==> src/rtl/core/bus_master_request_engine_defines.svh <==
// Assertion macros shared by the bus master request engine RTL.
`ifndef BUS_MASTER_REQUEST_ENGINE_DEFINES_SVH
`define BUS_MASTER_REQUEST_ENGINE_DEFINES_SVH

// Same-cycle implication, checked out of reset.
`define BMRE_ASSERT_IMP(label, clk, rst, ante, cons, msg) \
  label: assert property (@(posedge clk) disable iff (rst) (ante) |-> (cons)) \
    else $error(msg);

// Next-cycle implication, checked out of reset.
`define BMRE_ASSERT_NEXT(label, clk, rst, ante, cons, msg) \
  label: assert property (@(posedge clk) disable iff (rst) (ante) |=> (cons)) \
    else $error(msg);

`endif

==> src/rtl/core/bmre_pkg.sv <==
// Types and constants of the bus master request engine.
package bmre_pkg;

  // Command codes of an input word
  localparam logic [1:0] CMD_START = 2'd0;
  localparam logic [1:0] CMD_RX    = 2'd1;
  localparam logic [1:0] CMD_TICK  = 2'd2;

  // Transaction status codes
  localparam logic [1:0] STATUS_OK      = 2'd0;
  localparam logic [1:0] STATUS_WRONG   = 2'd1;
  localparam logic [1:0] STATUS_TIMEOUT = 2'd2;

  // Result kinds
  localparam logic KIND_TX   = 1'b0;
  localparam logic KIND_DONE = 1'b1;

  // Protocol bytes
  localparam logic [7:0] REQ_HEAD_A = 8'hD1;
  localparam logic [7:0] REQ_HEAD_B = 8'hCC;
  localparam logic [7:0] ACK_A      = 8'hA5;
  localparam logic [7:0] ACK_B      = 8'h55;

  // Response length and default timeout
  localparam int unsigned RESP_LEN      = 6;
  localparam logic [2:0]  RESP_LAST_IDX = 3'(RESP_LEN - 1);
  localparam logic [7:0]  TIMEOUT_RESET = 8'd25;
  localparam logic [7:0]  TICKS_MAX     = 8'hFF;

  // Request beats: head A, head B, address, step
  localparam logic [1:0] BEAT_HEAD_A = 2'd0;
  localparam logic [1:0] BEAT_HEAD_B = 2'd1;
  localparam logic [1:0] BEAT_ADDR   = 2'd2;
  localparam logic [1:0] BEAT_STEP   = 2'd3;

  typedef struct packed {
    logic [1:0] command;
    logic [7:0] slave_address;
    logic [7:0] step_value;
    logic [7:0] rx_byte;
  } in_word_t;

  typedef struct packed {
    logic        result_kind;
    logic [7:0]  tx_byte;
    logic [1:0]  status;
    logic [31:0] button_state;
    logic        last_of_run;
  } out_word_t;

  // Pending result run handed from the control logic to the emitter
  typedef struct packed {
    logic        is_done;
    logic [7:0]  slave_address;
    logic [7:0]  step_value;
    logic [1:0]  status;
    logic [31:0] payload;
  } run_desc_t;

endpackage

==> src/rtl/core/bmre_emit.sv <==
// Result emitter: current run plus one skid entry, expands a request into four bytes.
`include "bus_master_request_engine_defines.svh"

module bmre_emit (
  input  logic                clk,
  input  logic                rst,
  input  logic                push,
  input  bmre_pkg::run_desc_t push_desc,
  output logic                full,
  output logic                rsp_valid,
  input  logic                rsp_stall,
  output bmre_pkg::out_word_t rsp_word
);

  logic                cur_valid, cur_valid_next;
  bmre_pkg::run_desc_t cur, cur_next;
  logic [1:0]          beat, beat_next;
  logic                skid_valid, skid_valid_next;
  bmre_pkg::run_desc_t skid, skid_next;
  logic                is_last;
  logic                pop;
  logic                cur_free;

  // Output word from the current run and beat
  always_comb begin
    rsp_word = '0;
    is_last  = cur.is_done || (beat == bmre_pkg::BEAT_STEP);
    if (cur.is_done) begin
      rsp_word.result_kind  = bmre_pkg::KIND_DONE;
      rsp_word.status       = cur.status;
      rsp_word.button_state = cur.payload;
    end else begin
      rsp_word.result_kind = bmre_pkg::KIND_TX;
      rsp_word.status      = bmre_pkg::STATUS_OK;
      case (beat)
        bmre_pkg::BEAT_HEAD_A: rsp_word.tx_byte = bmre_pkg::REQ_HEAD_A;
        bmre_pkg::BEAT_HEAD_B: rsp_word.tx_byte = bmre_pkg::REQ_HEAD_B;
        bmre_pkg::BEAT_ADDR:   rsp_word.tx_byte = cur.slave_address;
        default:               rsp_word.tx_byte = cur.step_value;
      endcase
    end
    rsp_word.last_of_run = is_last;
  end

  assign rsp_valid = cur_valid;
  assign full      = skid_valid;
  assign pop       = cur_valid && !rsp_stall && is_last;
  assign cur_free  = pop || !cur_valid;

  // Run advance and refill from skid or push
  always_comb begin
    cur_valid_next  = cur_valid;
    cur_next        = cur;
    beat_next       = beat;
    skid_valid_next = skid_valid;
    skid_next       = skid;
    if (cur_free) begin
      beat_next = bmre_pkg::BEAT_HEAD_A;
      if (skid_valid) begin
        cur_valid_next  = 1'b1;
        cur_next        = skid;
        skid_valid_next = push;
        skid_next       = push_desc;
      end else begin
        cur_valid_next = push;
        cur_next       = push_desc;
      end
    end else begin
      if (!rsp_stall) begin
        beat_next = beat + 2'd1;
      end
      if (push) begin
        skid_valid_next = 1'b1;
        skid_next       = push_desc;
      end
    end
  end

  always_ff @(posedge clk) begin
    if (rst) begin
      cur_valid  <= 1'b0;
      skid_valid <= 1'b0;
      beat       <= bmre_pkg::BEAT_HEAD_A;
    end else begin
      cur_valid  <= cur_valid_next;
      skid_valid <= skid_valid_next;
      beat       <= beat_next;
    end
    cur  <= cur_next;
    skid <= skid_next;
  end

  // Checks
  `BMRE_ASSERT_IMP(a_skid_needs_cur, clk, rst, skid_valid, cur_valid, "skid set with no current run")
  `BMRE_ASSERT_IMP(a_no_push_when_full, clk, rst, push, !skid_valid, "run pushed into full emitter")
  `BMRE_ASSERT_NEXT(a_beat_advance, clk, rst, cur_valid && !is_last && !rsp_stall, cur_valid && (beat == $past(beat) + 2'd1), "request beat did not advance")

endmodule

==> src/rtl/core/bus_master_request_engine.sv <==
// Top level of the bus master request engine: transaction control and emitter.
//
// Usage:
//   req channel (req_valid/req_stall/req_word) carries commands: start a
//   request, a received bus byte, or a one millisecond tick.
//   rsp channel (rsp_valid/rsp_stall/rsp_word) carries results: the four
//   request bytes D1, CC, address, step on a start, and one finished word
//   (status ok, wrong response or timeout) at the end of a transaction.
//   cfg_write_en/cfg_data write the timeout limit in ticks (reset 25).
// Latency: with the emitter idle, the first result of an input word is shown
//   the cycle after the word is taken; otherwise it follows the words already
//   queued. Transaction state updates in that same cycle.
// Throughput: one input word per cycle while req_stall is low; a start gives four
//   output words, a finish one. The emitter holds one run in flight plus one
//   waiting run, and req_stall rises while the waiting slot is taken.
// Reset: synchronous; leaves the block idle with no results pending and the
//   timeout limit at 25 ticks.
// Receiver stall: the current output word holds; input words are still taken
//   until the waiting slot fills.
`include "bus_master_request_engine_defines.svh"

module bus_master_request_engine (
  input  logic                clk,
  input  logic                rst,
  input  logic                cfg_write_en,
  input  logic [7:0]          cfg_data,
  input  logic                req_valid,
  output logic                req_stall,
  input  bmre_pkg::in_word_t  req_word,
  output logic                rsp_valid,
  input  logic                rsp_stall,
  output bmre_pkg::out_word_t rsp_word
);

  logic [7:0]          timeout_limit;
  logic                waiting, waiting_next;
  logic [2:0]          received_count, received_count_next;
  logic [7:0]          elapsed_ticks, elapsed_ticks_next;
  logic [7:0]          response_store [bmre_pkg::RESP_LEN];
  logic [7:0]          ticks_inc;
  logic                accept;
  logic                store_write;
  logic                push;
  bmre_pkg::run_desc_t push_desc;

  assign accept = req_valid && !req_stall;

  // Timeout limit register
  always_ff @(posedge clk) begin
    if (rst) begin
      timeout_limit <= bmre_pkg::TIMEOUT_RESET;
    end else if (cfg_write_en) begin
      timeout_limit <= cfg_data;
    end
  end

  // Transaction control
  always_comb begin
    waiting_next        = waiting;
    received_count_next = received_count;
    elapsed_ticks_next  = elapsed_ticks;
    push                = 1'b0;
    push_desc           = '0;
    store_write         = 1'b0;
    ticks_inc = (elapsed_ticks == bmre_pkg::TICKS_MAX) ? elapsed_ticks
                                                        : elapsed_ticks + 8'd1;
    if (accept) begin
      case (req_word.command)
        bmre_pkg::CMD_START: begin
          if (!waiting) begin
            waiting_next            = 1'b1;
            received_count_next     = '0;
            elapsed_ticks_next      = '0;
            push                    = 1'b1;
            push_desc.is_done       = 1'b0;
            push_desc.slave_address = req_word.slave_address;
            push_desc.step_value    = req_word.step_value;
          end
        end
        bmre_pkg::CMD_RX: begin
          if (waiting) begin
            store_write         = (received_count <= bmre_pkg::RESP_LAST_IDX);
            received_count_next = received_count + 3'd1;
            if (received_count == bmre_pkg::RESP_LAST_IDX) begin
              waiting_next      = 1'b0;
              push              = 1'b1;
              push_desc.is_done = 1'b1;
              // sixth byte is on the input now, not yet in the store
              if (response_store[0] == bmre_pkg::ACK_A &&
                  response_store[1] == bmre_pkg::ACK_B) begin
                push_desc.status  = bmre_pkg::STATUS_OK;
                push_desc.payload = {req_word.rx_byte, response_store[4],
                                     response_store[3], response_store[2]};
              end else begin
                push_desc.status = bmre_pkg::STATUS_WRONG;
              end
            end
          end
        end
        bmre_pkg::CMD_TICK: begin
          if (waiting) begin
            elapsed_ticks_next = ticks_inc;
            if (ticks_inc >= timeout_limit) begin
              waiting_next      = 1'b0;
              push              = 1'b1;
              push_desc.is_done = 1'b1;
              push_desc.status  = bmre_pkg::STATUS_TIMEOUT;
            end
          end
        end
        default: ;
      endcase
    end
  end

  always_ff @(posedge clk) begin
    if (rst) begin
      waiting        <= 1'b0;
      received_count <= '0;
      elapsed_ticks  <= '0;
    end else begin
      waiting        <= waiting_next;
      received_count <= received_count_next;
      elapsed_ticks  <= elapsed_ticks_next;
    end
  end

  // Response byte store
  always_ff @(posedge clk) begin
    if (store_write) begin
      response_store[received_count] <= req_word.rx_byte;
    end
  end

  bmre_emit u_emit (
    .clk       (clk),
    .rst       (rst),
    .push      (push),
    .push_desc (push_desc),
    .full      (req_stall),
    .rsp_valid (rsp_valid),
    .rsp_stall (rsp_stall),
    .rsp_word  (rsp_word)
  );

  // Checks
  `BMRE_ASSERT_IMP(a_count_in_range, clk, rst, waiting, received_count <= bmre_pkg::RESP_LAST_IDX, "response count past end while waiting")
  `BMRE_ASSERT_NEXT(a_start_clears, clk, rst, accept && !waiting && (req_word.command == bmre_pkg::CMD_START), waiting && (received_count == 3'd0) && (elapsed_ticks == 8'd0), "start did not open a clean transaction")
  `BMRE_ASSERT_NEXT(a_done_ends, clk, rst, push && push_desc.is_done, !waiting, "finished run left transaction open")

endmodule
==> config.mk <==
export PLATFORM = sky130hd
export DESIGN_NAME = bus_master_request_engine
export DESIGN_NICKNAME = d
export VERILOG_FILES = /design/src/rtl/core/bmre_pkg.sv /design/src/rtl/core/bmre_emit.sv /design/src/rtl/core/bus_master_request_engine.sv
export VERILOG_INCLUDE_DIRS = /design/src /design/src/rtl/core
export SDC_FILE = /design/constraint.sdc
export NUM_CORES = 1
export LEC_CHECK = 0
export BUFFER_PORTS_ARGS = -buffer_cell sky130_fd_sc_hd__buf_4
export CAP_MARGIN = 10
export CORE_MARGIN = 3
export CORE_UTILIZATION = 50
export DETAILED_ROUTE_END_ITERATION = 16
export GPL_ROUTABILITY_DRIVEN = 1
export PLACE_DENSITY = 0.68
export SETUP_SLACK_MARGIN = 0.15
export SYNTH_ARGS = -nofsm -noshare
export SYNTH_HDL_FRONTEND = slang
export SYNTH_SLANG_ARGS = --single-unit
==> constraint.sdc <==
create_clock -name clk -period 9.2 [get_ports clk]
set_input_delay 0 -clock clk [delete_from_list [all_inputs] [get_ports clk]]
set_output_delay 0 -clock clk [all_outputs]
set_load 0.02 [all_outputs]
# --- Word level (Yosys, flattened, before mapping) ---
# Memory sizes are Yosys's and may differ from the RTL's.
# Index checks and enable logic that the tools add are counted.
op_classes:
  multipliers: 0
  magnitude_cmp: 2
  n_bitwise: 0
  add_sub_neg: 3
  n_div: 0
  eq_ne: 13
  shift: 0
  reduce_logical: 20
  muxes: 49
ops:
  columns: ["cell", "count"]
  rows:
  - ["51-bit two-way mux", 5]
  - ["32-bit two-way mux", 3]
  - ["34-bit two-way mux", 2]
  - ["16-bit two-way mux", 2]
  - ["8-bit two-way mux", 4]
  - ["8-bit case mux with 3 select lines", 1]
  - ["1-bit two-way mux", 21]
  - ["8-bit == test, second input constant", 2]
  - ["8-bit case mux with 2 select lines", 1]
  - ["1-bit case mux with 3 select lines", 3]
  - ["8-bit by 1-bit adder with 8-bit output, second input constant", 1]
  - ["8-bit by 7-bit == test with 1-bit output, second input constant", 1]
  - ["8-bit greater-or-equal comparator", 1]
  - ["4-bit AND reduction", 2]
  - ["2-bit == test, second input constant", 3]
  - ["2-bit two-way mux", 3]
  - ["3-bit two-way mux", 2]
  - ["2-bit != test, second input constant", 3]
  - ["3-bit case mux with 2 select lines", 1]
  - ["2-bit nonzero test", 3]
  - ["2-bit by 1-bit == test with 1-bit output, second input constant", 2]
  - ["1-bit logical AND", 4]
  - ["2-bit zero test", 2]
  - ["2-bit case mux with 2 select lines", 1]
  - ["10 further kinds", 14]
word_totals:
  latchBits: 0
  ram_bits: 48
  mem_count: 1
  wordCells: 105
  ff_bits: 126
  mem_bits_ro: 0
  input_bits: 39
  out_inout_bits: 46
memory_table:
  columns: ["name", "words", "width", "read_ports", "rd_ports_with_merged_regs", "wr", "line_no", "text"]
  rows:
  - ["response_store", 6, 8, 5, 0, 1, "bus_master_request_engine.sv:39", "logic [7:0] response_store [bmre_pkg::RESP_LEN];"]

# --- Depth between registers and ports, before layout ---
# Gate-level depths: netlist of run 1.
# An unclocked memory read counts as a cell.
depth:
  word_depth: 10
  depth_mapped: 11
  mapped_depth_nobuf: 11

# --- By module ---
# A second synthesis of run 1 with hierarchy kept.
unflattened:
  cells_unflattened: 512
  hier_area_um2: 7220.7
modules_own_cells:
  columns: ["mod", "seq_area_each_um2", "n_inst", "cells_per_inst", "area_per_inst_um2"]
  rows:
  - ["bmre_emit", 3143.0, 1, 250, 4320.4]
  - ["bus_master_request_engine", 1601.5, 1, 262, 2900.3]

# --- Worst setup path after synthesis of run 1 ---
# Ideal clock, no wire load.
synth_timing:
  path_type: "reg-to-reg"
  start: "register u_emit.beat[0]"
  end: "register u_emit.skid[0] in the netlist's numbering (enable)"
  path_buffers: 1
  t_arrival_ns: 7.556
  synth_period_minus_slack_ns: 8.273
  setup_slack_ns: 0.927
  setup_time_ns: 0.716
  stages_incl_launch_ff: 6
  t_required_ns: 8.484
  cell_sequence: "dfxtp_1 > ha_1 > clkbuf_1 > nor2_1 > o21ai_0 > o21ai_1"
synth_between:
  elab_chain_len: 6
  word_cells_on_any_way: 7
  classes_between: "eq/ne (2); reduce/logical (5)"
synth_lines:
  columns: ["element", "line_no", "text"]
  rows:
  - ["from (decl)", "bmre_emit.sv:17", "logic [1:0] beat, beat_next;"]
  - ["from (signal assigned)", "bmre_emit.sv:83", "beat <= bmre_pkg::BEAT_HEAD_A;"]
  - ["from (signal assigned)", "bmre_emit.sv:87", "beat <= beat_next;"]
  - ["2-bit == test *", "bmre_emit.sv:27", "is_last = cur.is_done || (beat == bmre_pkg::BEAT_STEP);"]
  - ["1-bit logical OR *", "bmre_emit.sv:27", null]
  - ["1-bit logical AND *", "bmre_emit.sv:47", "assign pop = cur_valid && !rsp_stall && is_last;"]
  - ["1-bit logical OR *", "bmre_emit.sv:48", "assign cur_free = pop || !cur_valid;"]
  - ["via u_emit.cur_free", "bmre_emit.sv:22", "logic cur_free;"]
  - ["2-bit by 1-bit != test with 1-bit output (no line) or 2-bit nonzero test (tied branches)", null, null]
  - ["2-bit AND reduction (no line) *", null, null]
  - ["to (signal assigned)", "bmre_emit.sv:90", "skid <= skid_next;"]
  - ["to (decl)", "bmre_emit.sv:19", "bmre_pkg::run_desc_t skid, skid_next;"]
# The timed path passes the listed nets; every way through them passes the cells marked *.
# A chain may end at the register's enable or synchronous reset.

# --- Worst setup path after layout of run 1 ---
layout_timing:
  start: "register elapsed_ticks[0]"
  end: "register u_emit.skid[18] in the netlist's numbering (enable)"
layout_between:
  elab_chain_len: 9
  word_cells_on_any_way: 10
  classes_between: "add/sub (1); order compare (1); eq/ne (1); mux (5); reduce/logical (2)"
layout_lines:
  columns: ["element", "line_no", "text"]
  rows:
  - ["from (decl)", "bus_master_request_engine.sv:38", "logic [7:0] elapsed_ticks, elapsed_ticks_next;"]
  - ["from (signal assigned)", "bus_master_request_engine.sv:124", "elapsed_ticks <= elapsed_ticks_next;"]
  - ["8-bit by 1-bit adder with 8-bit output or 8-bit == test (tied branches)", "bus_master_request_engine.sv:66, bus_master_request_engine.sv:65", null]
  - ["8-bit two-way mux *", "bus_master_request_engine.sv:65", "ticks_inc = (elapsed_ticks == bmre_pkg::TICKS_MAX) ? elapsed_ticks"]
  - ["8-bit greater-or-equal comparator *", "bus_master_request_engine.sv:103", "if (ticks_inc >= timeout_limit) begin"]
  - ["1-bit two-way mux *", "bus_master_request_engine.sv:103", null]
  - ["1-bit two-way mux *", "bus_master_request_engine.sv:101", "if (waiting) begin"]
  - ["1-bit case mux with 3 select lines *", "bus_master_request_engine.sv:68", "case (req_word.command)"]
  - ["1-bit two-way mux *", "bus_master_request_engine.sv:67", "if (accept) begin"]
  - ["2-bit nonzero test (no line) *", null, null]
  - ["2-bit AND reduction (no line) *", null, null]
# Mark *: on every way between the ends. The rest lies on a longest branch, timed or not.

==> results of run 1 <==
cell type report:
type | instances | area [um2] | share of cell area
inverter | 21 | 78.8 | 0.00869
clock inverter | 10 | 103 | 0.0113
tap | 180 | 225 | 0.0248
sequential | 166 | 4750 | 0.523
timing repair buffer | 140 | 1180 | 0.130
multi-input combinational | 314 | 2260 | 0.249
clock buffer | 22 | 484 | 0.0534
routing by layer:
| layer | track usage | vias up | share of wire |
|---|---|---|---|
| li1 | - | 2175 | - |
| met1 | 0.243 | 2202 | 0.45 |
| met2 | 0.301 | 92 | 0.50 |
| met3 | 0.0356 | 19 | 0.038 |
| met4 | 0.0675 | 0 | 0.015 |
| met5 | 0 | - | 0 |
worst max-delay path: cells and delay by family, from the launching register on:
kind                     cells  cell delay, ns
buffers and inverters        2            0.55
AO/OA/AOI/OAI                4            1.13
multiplexers                 1            0.32
adder cells (fa/ha/maj)      2            0.51
flip-flops                   1            0.41
AND/OR/NAND/NOR              2            0.44
cells in the mapped netlist (2+ instances only):
master and number:
dlygate4sd1_1 4, a31oi_1 5, and4bb_2 2, a221oi_1 2, and4bb_1 3, nand2_1 22
o21ai_1 2, nand3_1 7, and2_2 2, ha_1 19, edfxtp_1 142, and2_1 52
clkbuf_1 13, buf_6 5, nand4_1 3, a32o_1 2, xor2_1 2, or3_1 2
nand2b_1 3, mux2i_1 7, nor3_1 7, nor2b_1 3, inv_1 21, dfxtp_1 24
xnor2_1 3, a21oi_1 19, and2_4 30, nor2_1 30, o211ai_1 3, a21o_1 51
o21ai_0 5, mux2_2 3, and3_1 3, nor3_4 3, buf_4 2
state kept, by name (all words and copies together), names as in the netlist:
| name | flops |
|---|---|
| elapsed_ticks | 8 |
| received_count | 3 |
| response_store | 40 |
| timeout_limit | 8 |
| u_emit.beat | 2 |
| u_emit.cur | 51 |
| u_emit.full | 1 |
| u_emit.rsp_valid | 1 |
| u_emit.skid | 51 |
| waiting | 1 |
how the worst max path moves through the flow:
| stage | end | slack, ns | depth (start not counted) |
|---|---|---|---|
| final | u_emit.skid[18] | 5.43 | 11 |
| after global routing | u_emit.skid[18] | 5.18 | 11 |
| after CTS | u_emit.skid[18] | 5.42 | 11 |
| after detailed placement | u_emit.skid[16] | 5.45 | 11 |
| after global placement | u_emit.skid[16] | 5.60 | 11 |
| after floorplan | u_emit.skid[0] | 0.93 | 5 |
report_power, final:
| part | switching (mW) | internal [mW] |
|---|---|---|
| Clock | 0.267 | 0.424 |
| Sequential | 0.00425 | 0.821 |
| Combinational | 0.0331 | 0.0373 |
stage by stage:
step | area, um2 | worst slack [ns] | util
after floorplan | 7220 | 0.927 | -
after global placement | 7970 | 5.60 | 0.570
after detailed placement | 7970 | 5.45 | 0.570
after CTS | 9060 | 5.42 | 0.648
after global routing | 9070 | 5.18 | 0.648
final | 9070 | 5.43 | 0.648
cell families after synthesis:
| logic type | share of synthesized area |
|---|---|
| adder cells (fa/ha/maj) | 0.0329 |
| XOR/XNOR | 0.00607 |
| AO/OA/AOI/OAI | 0.0926 |
| multiplexers | 0.0165 |
| buffers and inverters | 0.0331 |
| AND/OR/NAND/NOR | 0.161 |
| flip-flops | 0.657 |
==> impl_results.md, run 1 <==
- Pin slew with the least headroom to its limit: 1.09 ns
- Main flop type after synthesis: edfxtp_1
- Number of core rows: 43
- Layout Area Growth over Synthesis: 25.7%
- Commonest non-fill, non-tap cells in the layout: 142 x edfxtp_1, 89 x buf_4, 52 x and2_1, 51 x a21o_1, 50 x dlygate4sd3_1
- Number of setup violations in the final report: 0
- Remaining antenna violation count: 0
- Later-pin clock latency in the skew report: 0.42 ns
- Number of H-tree levels: 4
- Wirelength, routed: 14.1 mm
- Fmax: roughly 270 MHz
- Total power of the final layout: 1.59 mW
- Layout net count: 718
- Die width: around 130 um
- Hold path depth: 4
- Class of the most critical hold timing path: input port to flip-flop
- Number of cells upsized or downsized after cts: 0
- Clock tree from TritonCTS: built
- Wire length of the first global-routing pass: 22.9 mm
- Ratio of final minimum period to clock period: 0.409
- Floorplan core area: 0.0140 mm2
- Worst Clk Skew: about 0.0075 ns
- Cell type with the largest total area after synthesis: edfxtp_1
- Area enclosed by the die boundary: ~0.016 mm2
- Type of element capturing the critical path: flip-flop
- Crit path required time: approximately 9 ns
- Post-layout minimum cycle time: 3.77 ns
- Hold Path Origin: req_word[24]
- Fraction of final layout cells with drive strength greater than 1: 0.254
- Static Leakage: 4.15 nW
- Initial standard-cell utilization of the core: 0.516
- Leading cell type in the layout, fill and taps excluded: edfxtp_1
- Hold bufs inserted after CTS: 50
- Most area-consuming cells after synthesis: edfxtp_1 59%, dfxtp_1 6.7%, a21o_1 5.3%
- IO Pins: 85
- Fraction of the yosys area taken by sequential cells: 0.657
- Reg-to-reg endpoint: u_emit.skid[18]
- Number of nets in the synthesized netlist: 584
- Mean instance size in the synthesized netlist: 13.7 um2
- First-pass detailed-route iteration total: 4
- FILL cells: a little over 1000
- Data arrival, critical path: approximately 3.8 ns
- Peak supply drop: 0.000119 V
- Total placed cells including tap cells: 770
- Post-synth top area share: 0.591
- Leftover overflow at the end of global routing: 0
- Root Buffer: clkbuf_16
- DRC Markers: 0
- Total half-perimeter wirelength after legalization and detailed placement: 8.73 mm
- Routed wire length per instance: around 17 um
- Initial DRC count: about 350
- Peak fanout along the critical path: 35
- Via Count: about 4500
- Buffers inserted by post-CTS timing repair: 0
- Via count normalized by instance count: 5.26
- FF+latch count, synth: 166
- Final Hold Vio Count: 0
- Total of warnings raised by yosys: 0
- Clock transition at the registers of the reported paths: 0.06 ns
- Type of element launching the critical path: flip-flop
- Power per cell area: 175 mW/mm2
- Result of the run: finished, final reports clean
- Rel. slew slack: 0.266
- Die H: 126 um
- Number of global-route vias before repair: 4504
- Critical Path Start: elapsed_ticks[0]
- Terminating pin of the worst hold path: received_count[1]
- Maximum clock insertion buffer count: 2
- R2r worst-path depth: 11
- IO buf count: 84
- Routability-driven placement congestion ratio: 0.774
- Antenna violations before repair: 0
- Non-filler cells in the finished layout: 853
- Setup repair after global routing missed its margin: no
- WS Path Type: flip-flop to flip-flop
- Overall Global Routing Usage: 0.183
- Number of enable-type register cells in the synthesized netlist: 142
- Top cell by count, worst path: ha_1
- Max-slew violation count: 0
- Final sum of negative setup slack: 0 ns
- Maximum number of pins on one net before global-route repair: 56
- Slack of the worst reg-to-reg path: 5.43 ns
- Startpoint of the most critical register-to-register path: elapsed_ticks[0]
- Worst path max stage delay: 0.52 ns
- Total clock buffers created by CTS: 17
- Cell chain of the critical path: ha_1 > and2_1 > nand3_2 > mux2_2 > ha_1 > inv_1 > o21ai_1 > a31oi_1 > a31o_1 > o21ai_4 > buf_4
- Clk sinks: 166
- Number of library cell types mapped by synthesis: 55
- Antenna diodes: 0
- Post-synthesis cell area: 0.00722 mm2
- Proportion of register bits with asynchronous set or reset after synthesis: 0
- Post-synthesis cell count: around 530
- Slowest cell on the critical path: buf_4
- Maximum Capacitance Violations: 0
- Min Hold Slack: 0.106 ns
Note: power is estimated with default switching activity, not from simulation.
==> run 2: changes to the inputs <==
PLACE_DENSITY = 0.71   (was 0.68)
clock period = 3.2 ns   (was 9.2 ns; I/O delays follow)
==> run 2 against run 1 <==
Global-route usage rose by 0.58 points. Die area did not move. Register-to-register slack got worse by 5.1 ns. Critical endpoint is now u_emit.skid[22].
==> impl_results.md, run 2 (synthesis results as in run 1) <==
- Area enclosed by the die boundary: 0.0159 mm2 (unchanged)
- Static Leakage: 4.19 nW (+1.1%)
- Largest registers: u_emit.cur: 51 flops, u_emit.skid: 51 flops, response_store: 40 flops
- Pin slew with the least headroom to its limit: 0.733 ns (-0.359 ns)
- Total power of the final layout: 4.66 mW (+190%)
- Worst Setup Slack post-DPL: 0.224 ns (-5.22 ns)
- Final Instance Area: 0.00920 mm2 (+1.5%)
- Slowest cell on the critical path: dfxtp_2
- Critical path endpoint: u_emit.skid[22]
- Root Buffer: clkbuf_16
- R2r worst-path depth: 11 (unchanged)
- Data arrival, critical path: 3.00 ns (-0.82 ns)
- Ratio of final minimum period to clock period: 0.890 (+0.481)
- Buffers inserted by post-CTS timing repair: 0 (unchanged)
- Initial standard-cell utilization of the core: 0.516 (unchanged)
- Number of H-tree levels: 4 (unchanged)
- Worst Clk Skew: 0.00795 ns (+0.000417 ns)
- Critical Path Start: elapsed_ticks[1]
- Leftover overflow at the end of global routing: 0 (unchanged)
- Maximum Capacitance Violations: 0 (unchanged)
- Floorplan core area: 0.0140 mm2 (unchanged)
- Reg-to-reg endpoint: u_emit.skid[22]
- WS Path Type: flip-flop to flip-flop
- Final sum of negative setup slack: 0 ns (unchanged)
- Worst path max stage delay: 0.37 ns (-0.15 ns)
- Min Hold Slack: 0.109 ns (+0.00317 ns)
- Initial DRC count: 285 (-18%)
- Final critical-path setup slack: 0.351 ns (-5.08 ns)
- Later-pin clock latency in the skew report: 0.42 ns (about the same)
- Clock transition at the registers of the reported paths: 0.06 ns (about the same)
- Total clock buffers created by CTS: 17 (unchanged)
- Largest delay share family, worst path: compound AO/OA/AOI/OAI gates
- Power per cell area: 506 mW/mm2 (+190%)
- Number of global-route vias before repair: 4664 (+3.6%)
- Die H: 126 um (unchanged)
- Via count normalized by instance count: 5.32 (+1.0%)
- Slack of the worst reg-to-reg path: 0.35 ns (-5.08 ns)
- Rel. slew slack: 0.509 (+0.243)
- Non-filler cells in the finished layout: 855 (+0.23%)
- Number of core rows: 43 (unchanged)
- Total half-perimeter wirelength after legalization and detailed placement: 9.06 mm (+3.8%)
- Wire length of the first global-routing pass: 23.6 mm (+3.1%)
- Type of element launching the critical path: flip-flop
- IO Pins: 85 (unchanged)
- IO buf count: 84 (unchanged)
- Leading cell type in the layout, fill and taps excluded: edfxtp_1
- DRC Markers: 0 (unchanged)
- Remaining antenna violation count: 0 (unchanged)
- Antenna diodes: 0 (unchanged)
- Hold path depth: 4 (unchanged)
- Commonest non-fill, non-tap cells in the layout: 142 x edfxtp_1, 90 x buf_4, 51 x and2_1, 51 x a21o_1, 50 x dlygate4sd3_1
- Result of the run: finished, final reports clean
- FILL cells: 985 (-4.2%)
- Class of the most critical hold timing path: input port to flip-flop
- Antenna violations before repair: 0 (unchanged)
- Post-layout minimum cycle time: 2.85 ns (-0.918 ns)
- Peak supply drop: 0.000406 V (+240%)
- Post-placement cell area: 0.00805 mm2 (+1.0%)
- Layout net count: 720 (+0.28%)
- Maximum clock insertion buffer count: 2 (unchanged)
- Total placed cells including tap cells: 772 (+0.26%)
- Via Count: 4545 (+1.3%)
- Routed wire length per instance: 16.8 um (+1.8%)
- Overall Global Routing Usage: 0.189 (+0.00583)
- Die width: 126 um (unchanged)
- Wirelength, routed: 14.4 mm (+2.1%)
- Clk sinks: 166 (unchanged)
- Layout Area Growth over Synthesis: 27.5%
- Type of element capturing the critical path: flip-flop
- Clock tree from TritonCTS: built
- Final Hold Vio Count: 0 (unchanged)
- Crit path required time: 3.35 ns (-5.91 ns)
- Max-slew violation count: 0 (unchanged)
- Setup repair after global routing missed its margin: no
- Fraction of final layout cells with drive strength greater than 1: 0.273 (+0.0185)
- Count of buffer and inverter cells on the critical path: 1 (-1)
- Cell chain of the critical path: ha_4 > and2_4 > nand3_4 > mux2_4 > ha_1 > nor4_2 > o21ai_2 > a31oi_2 > a31o_1 > o21ai_4 > buf_4
- Peak fanout along the critical path: 19 (-46%)
- Number of setup violations in the final report: 0 (unchanged)
- Startpoint of the most critical register-to-register path: elapsed_ticks[1]
- Stages on worst setup path: 11 (unchanged)
- First-pass detailed-route iteration total: 4 (unchanged)
- Fmax: 351 MHz (+32%)
- Routability-driven placement congestion ratio: 0.814 (+5.2%)
- Maximum number of pins on one net before global-route repair: 56 (unchanged)
- Finished Core Util: 0.658 (+0.00966)
-- run 2: cell types whose count changed in the layout (fill, tap and decap cells not counted), moves of 2 or more --
cell,change
ha_4,+2
clkbuf_8,-4
clkinv_4,+2
mux2_4,+3
bufinv_16,+2
ha_1,-2
mux2_2,-3
dfxtp_2,+3
dfxtp_1,-4
-- run 2: final cells by class --
type                    count  area, um2  area share
clock inverters            14        181      0.0197
repair buffers            142       1210       0.132
well taps                 180        225      0.0245
flip-flops and latches    166       4750       0.516
multi-input cells         314       2320       0.252
clock buffers              18        429      0.0466
inverters                  21       78.8     0.00856
-- run 2: layer usage --
layer	up-vias	global-route usage	routed length [um]
met3	15	0.0386	568
li1	2169	-	-
met4	0	0.0650	189
met5	-	0	0
met2	112	0.319	7460
met1	2249	0.244	6180
-- run 2: how the worst min path moves through the flow --
stage | to | start | slack [ns]
final | received_count[1] | req_word[24] | 0.11
after detailed placement | timeout_limit[4] | cfg_data[4] | 0.23
after global routing | received_count[1] | req_word[24] | 0.13
after CTS | received_count[1] | req_word[24] | 0.07
after global placement | timeout_limit[0] | cfg_data[0] | 0.22
after floorplan | response_store[0][0] | req_word[0] | 0.1
-- run 2: power breakdown --
group          total, mW  leakage [nW]  switching [mW]  internal [mW]
Combinational      0.204          2.15          0.0957          0.108
Sequential          2.37          1.74          0.0128           2.36
Clock               2.09         0.299           0.787           1.30
-- run 2: tightest hold or removal path: stages --
cell	delay [ns]
buf_4	0.10
ha_1	0.21
a31oi_1	0.10
nor2_1	0.08
-- run 2: what timing repair did --
action	in CTS	in global routing
gates resized for setup	0	3
endpoints found under the hold margin	98	0
hold buffers	50	0
endpoints found under the setup margin	0	51
==> run 3: changes to the inputs <==
GPL_TIMING_DRIVEN = 0   (was default)
==> run 3 against run 2 <==
Core utilization fell by 0.29 points. Die area did not move. Clock power fell by 2%. Critical endpoint is now u_emit.skid[30]. Highest routed layer unchanged.
==> impl_results.md, run 3 (synthesis results as in run 1) <==
- Result of the run: finished, final reports clean
- Routed wire length per instance: 16.8 um (-0.22%)
- Via Count: 4523 (-0.48%)
- Antenna diodes: 0 (unchanged)
- Largest registers: u_emit.cur: 51 flops, u_emit.skid: 51 flops, response_store: 40 flops
- Clk sinks: 166 (unchanged)
- Setup repair after global routing missed its margin: no
- Rel. slew slack: 0.236 (-0.273)
- Worst path max stage delay: 0.78 ns (+0.41 ns)
- Layout net count: 724 (+0.56%)
- Crit path required time: 3.31 ns (-0.04 ns)
- FILL cells: 1061 (+7.7%)
- Type of element launching the critical path: flip-flop
- Number of setup violations in the final report: 0 (unchanged)
- Maximum number of pins on one net before global-route repair: 32 (-43%)
- Total half-perimeter wirelength after legalization and detailed placement: 9.75 mm (+7.6%)
- Clock tree from TritonCTS: built
- Multi-input gate area: 0.00234 mm2 (+0.81%)
- Clock transition at the registers of the reported paths: 0.06 ns (about the same)
- Finished Core Util: 0.655 (-0.00286)
- Area enclosed by the die boundary: 0.0159 mm2 (unchanged)
- Via count normalized by instance count: 5.27 (-0.95%)
- Class of the most critical hold timing path: input port to flip-flop
- Min Hold Slack: 0.0557 ns (-0.0530 ns)
- Maximum Capacitance Violations: 0 (unchanged)
- Power per cell area: 503 mW/mm2 (-0.74%)
- Initial standard-cell utilization of the core: 0.516 (unchanged)
- Layout Area Growth over Synthesis: 27.0%
- Wire length of the first global-routing pass: 23.5 mm (-0.29%)
- Ratio of final minimum period to clock period: 0.892 (+0.00171)
- Leading cell type in the layout, fill and taps excluded: edfxtp_1
- Floorplan core area: 0.0140 mm2 (unchanged)
- Initial DRC count: 262 (-8.1%)
- Root Buffer: clkbuf_16
- Slowest cell on the critical path: o21ai_4
- Data arrival, critical path: 2.96 ns (-0.04 ns)
- Number of H-tree levels: 4 (unchanged)
- IO Pins: 85 (unchanged)
- Number of core rows: 43 (unchanged)
- Top cell by count, worst path: o21ai_4
- Non-filler cells in the finished layout: 859 (+0.47%)
- Routability-driven placement congestion ratio: 0.802 (-1.5%)
- Maximum clock insertion buffer count: 2 (unchanged)
- Number of global-route vias before repair: 4647 (-0.36%)
- Peak fanout along the critical path: 31 (+12)
- Final Hold Vio Count: 0 (unchanged)
- WS Path Type: flip-flop to flip-flop
- Commonest non-fill, non-tap cells in the layout: 142 x edfxtp_1, 86 x buf_4, 51 x and2_1, 51 x a21o_1, 33 x dlygate4sd3_1
- Largest delay share family, worst path: compound AO/OA/AOI/OAI gates
- Antenna violations before repair: 0 (unchanged)
- Post-layout minimum cycle time: 2.85 ns (+0.00548 ns)
- Later-pin clock latency in the skew report: 0.42 ns (about the same)
- Peak supply drop: 0.000392 V (-3.4%)
- Fraction of final layout cells with drive strength greater than 1: 0.270 (-0.00308)
- Die width: 126 um (unchanged)
- Fmax: 350 MHz (-0.19%)
- DRC Markers: 0 (unchanged)
- Max-slew violation count: 0 (unchanged)
- Total clock buffers created by CTS: 17 (unchanged)
- First-pass detailed-route iteration total: 5 (+1)
- Total placed cells including tap cells: 790 (+2.3%)
- Sequential cell area: 0.00475 mm2 (about the same)
- Static Leakage: 4.20 nW (about the same)
- Count of buffer and inverter cells on the critical path: 2 (+1)
- Worst Clk Skew: 0.00849 ns (+0.000537 ns)
- Wirelength, routed: 14.4 mm (+0.24%)
- Leftover overflow at the end of global routing: 0 (unchanged)
- Type of element capturing the critical path: flip-flop
- Remaining antenna violation count: 0 (unchanged)
- Cell chain of the critical path: ha_1 > clkbuf_1 > nor2_1 > o21ai_4 > nand2_1 > o21ai_4 > buf_12
- Overall Global Routing Usage: 0.189 (+0.000455)
- IO buf count: 82 (-2.4%)
- Pin slew with the least headroom to its limit: 1.14 ns (+0.410 ns)
- Die H: 126 um (unchanged)
-- run 3: power breakdown --
part	internal, mW	switching [mW]	leakage [nW]
clock network	1.29	0.754	0.294
logic	0.0934	0.0915	2.16
registers	2.36	0.0128	1.74
-- run 3: per-layer routing --
metal | vias up | wire, um | global-route usage
met2 | 123 | 7170 | 0.310
met3 | 24 | 790 | 0.0462
met5 | - | 0 | 0
li1 | 2187 | - | -
met1 | 2189 | 6160 | 0.243
met4 | 0 | 306 | 0.0763
-- run 3: worst paths after layout --
kind                          from                to  slack [ns]  cells after the start
hold / removal           req_valid  elapsed_ticks[6]        0.06                      5
hold reg to reg   timeout_limit[1]  timeout_limit[1]        0.50                      2
setup / recovery    u_emit.beat[0]   u_emit.skid[30]        0.35                      7
setup reg to reg    u_emit.beat[0]   u_emit.skid[30]        0.35                      7
-- run 3: cell type report --
cell class,instances,share of cell area
Clock buffer,21,0.0481
Buffer,25,0.0182
Sequential cell,166,0.518
Timing Repair Buffer,120,0.110
Multi-Input combinational cell,315,0.255
Tap cell,180,0.0246
Inverter,21,0.00860
Clock inverter,11,0.0171
-- run 3: stage by stage --
| stage | TNS (ns) | setup slack (ns) | power (mW) | cell area (um2) |
|---|---|---|---|---|
| after floorplan | -70.65 | -1.39 | 2.49 | 7290 |
| after global placement | -171.93 | -3.26 | 2.56 | 8130 |
| after detailed placement | -2.56 | -0.0845 | 2.57 | 8190 |
| after CTS | 0 | 0.233 | 4.64 | 9140 |
| after global routing | 0 | 0.158 | 4.76 | 9160 |
| final | 0 | 0.346 | 4.61 | 9160 |
-- run 3: repair_timing --
action                                  CTS  global route
gates cloned                              1             0
setup buffers                             2             0
endpoints found under the setup margin   51            51
resized for setup                         0             3
endpoints found under the hold margin    90             0
hold buffers                             33             0
pin swaps                                 1             0
-- run 3: worst min-delay path: stages --
cell and delay [ns]:
buf_4 0.13, nand2b_4 0.11, nor3_4 0.07, nand2_1 0.07
a21oi_1 0.05
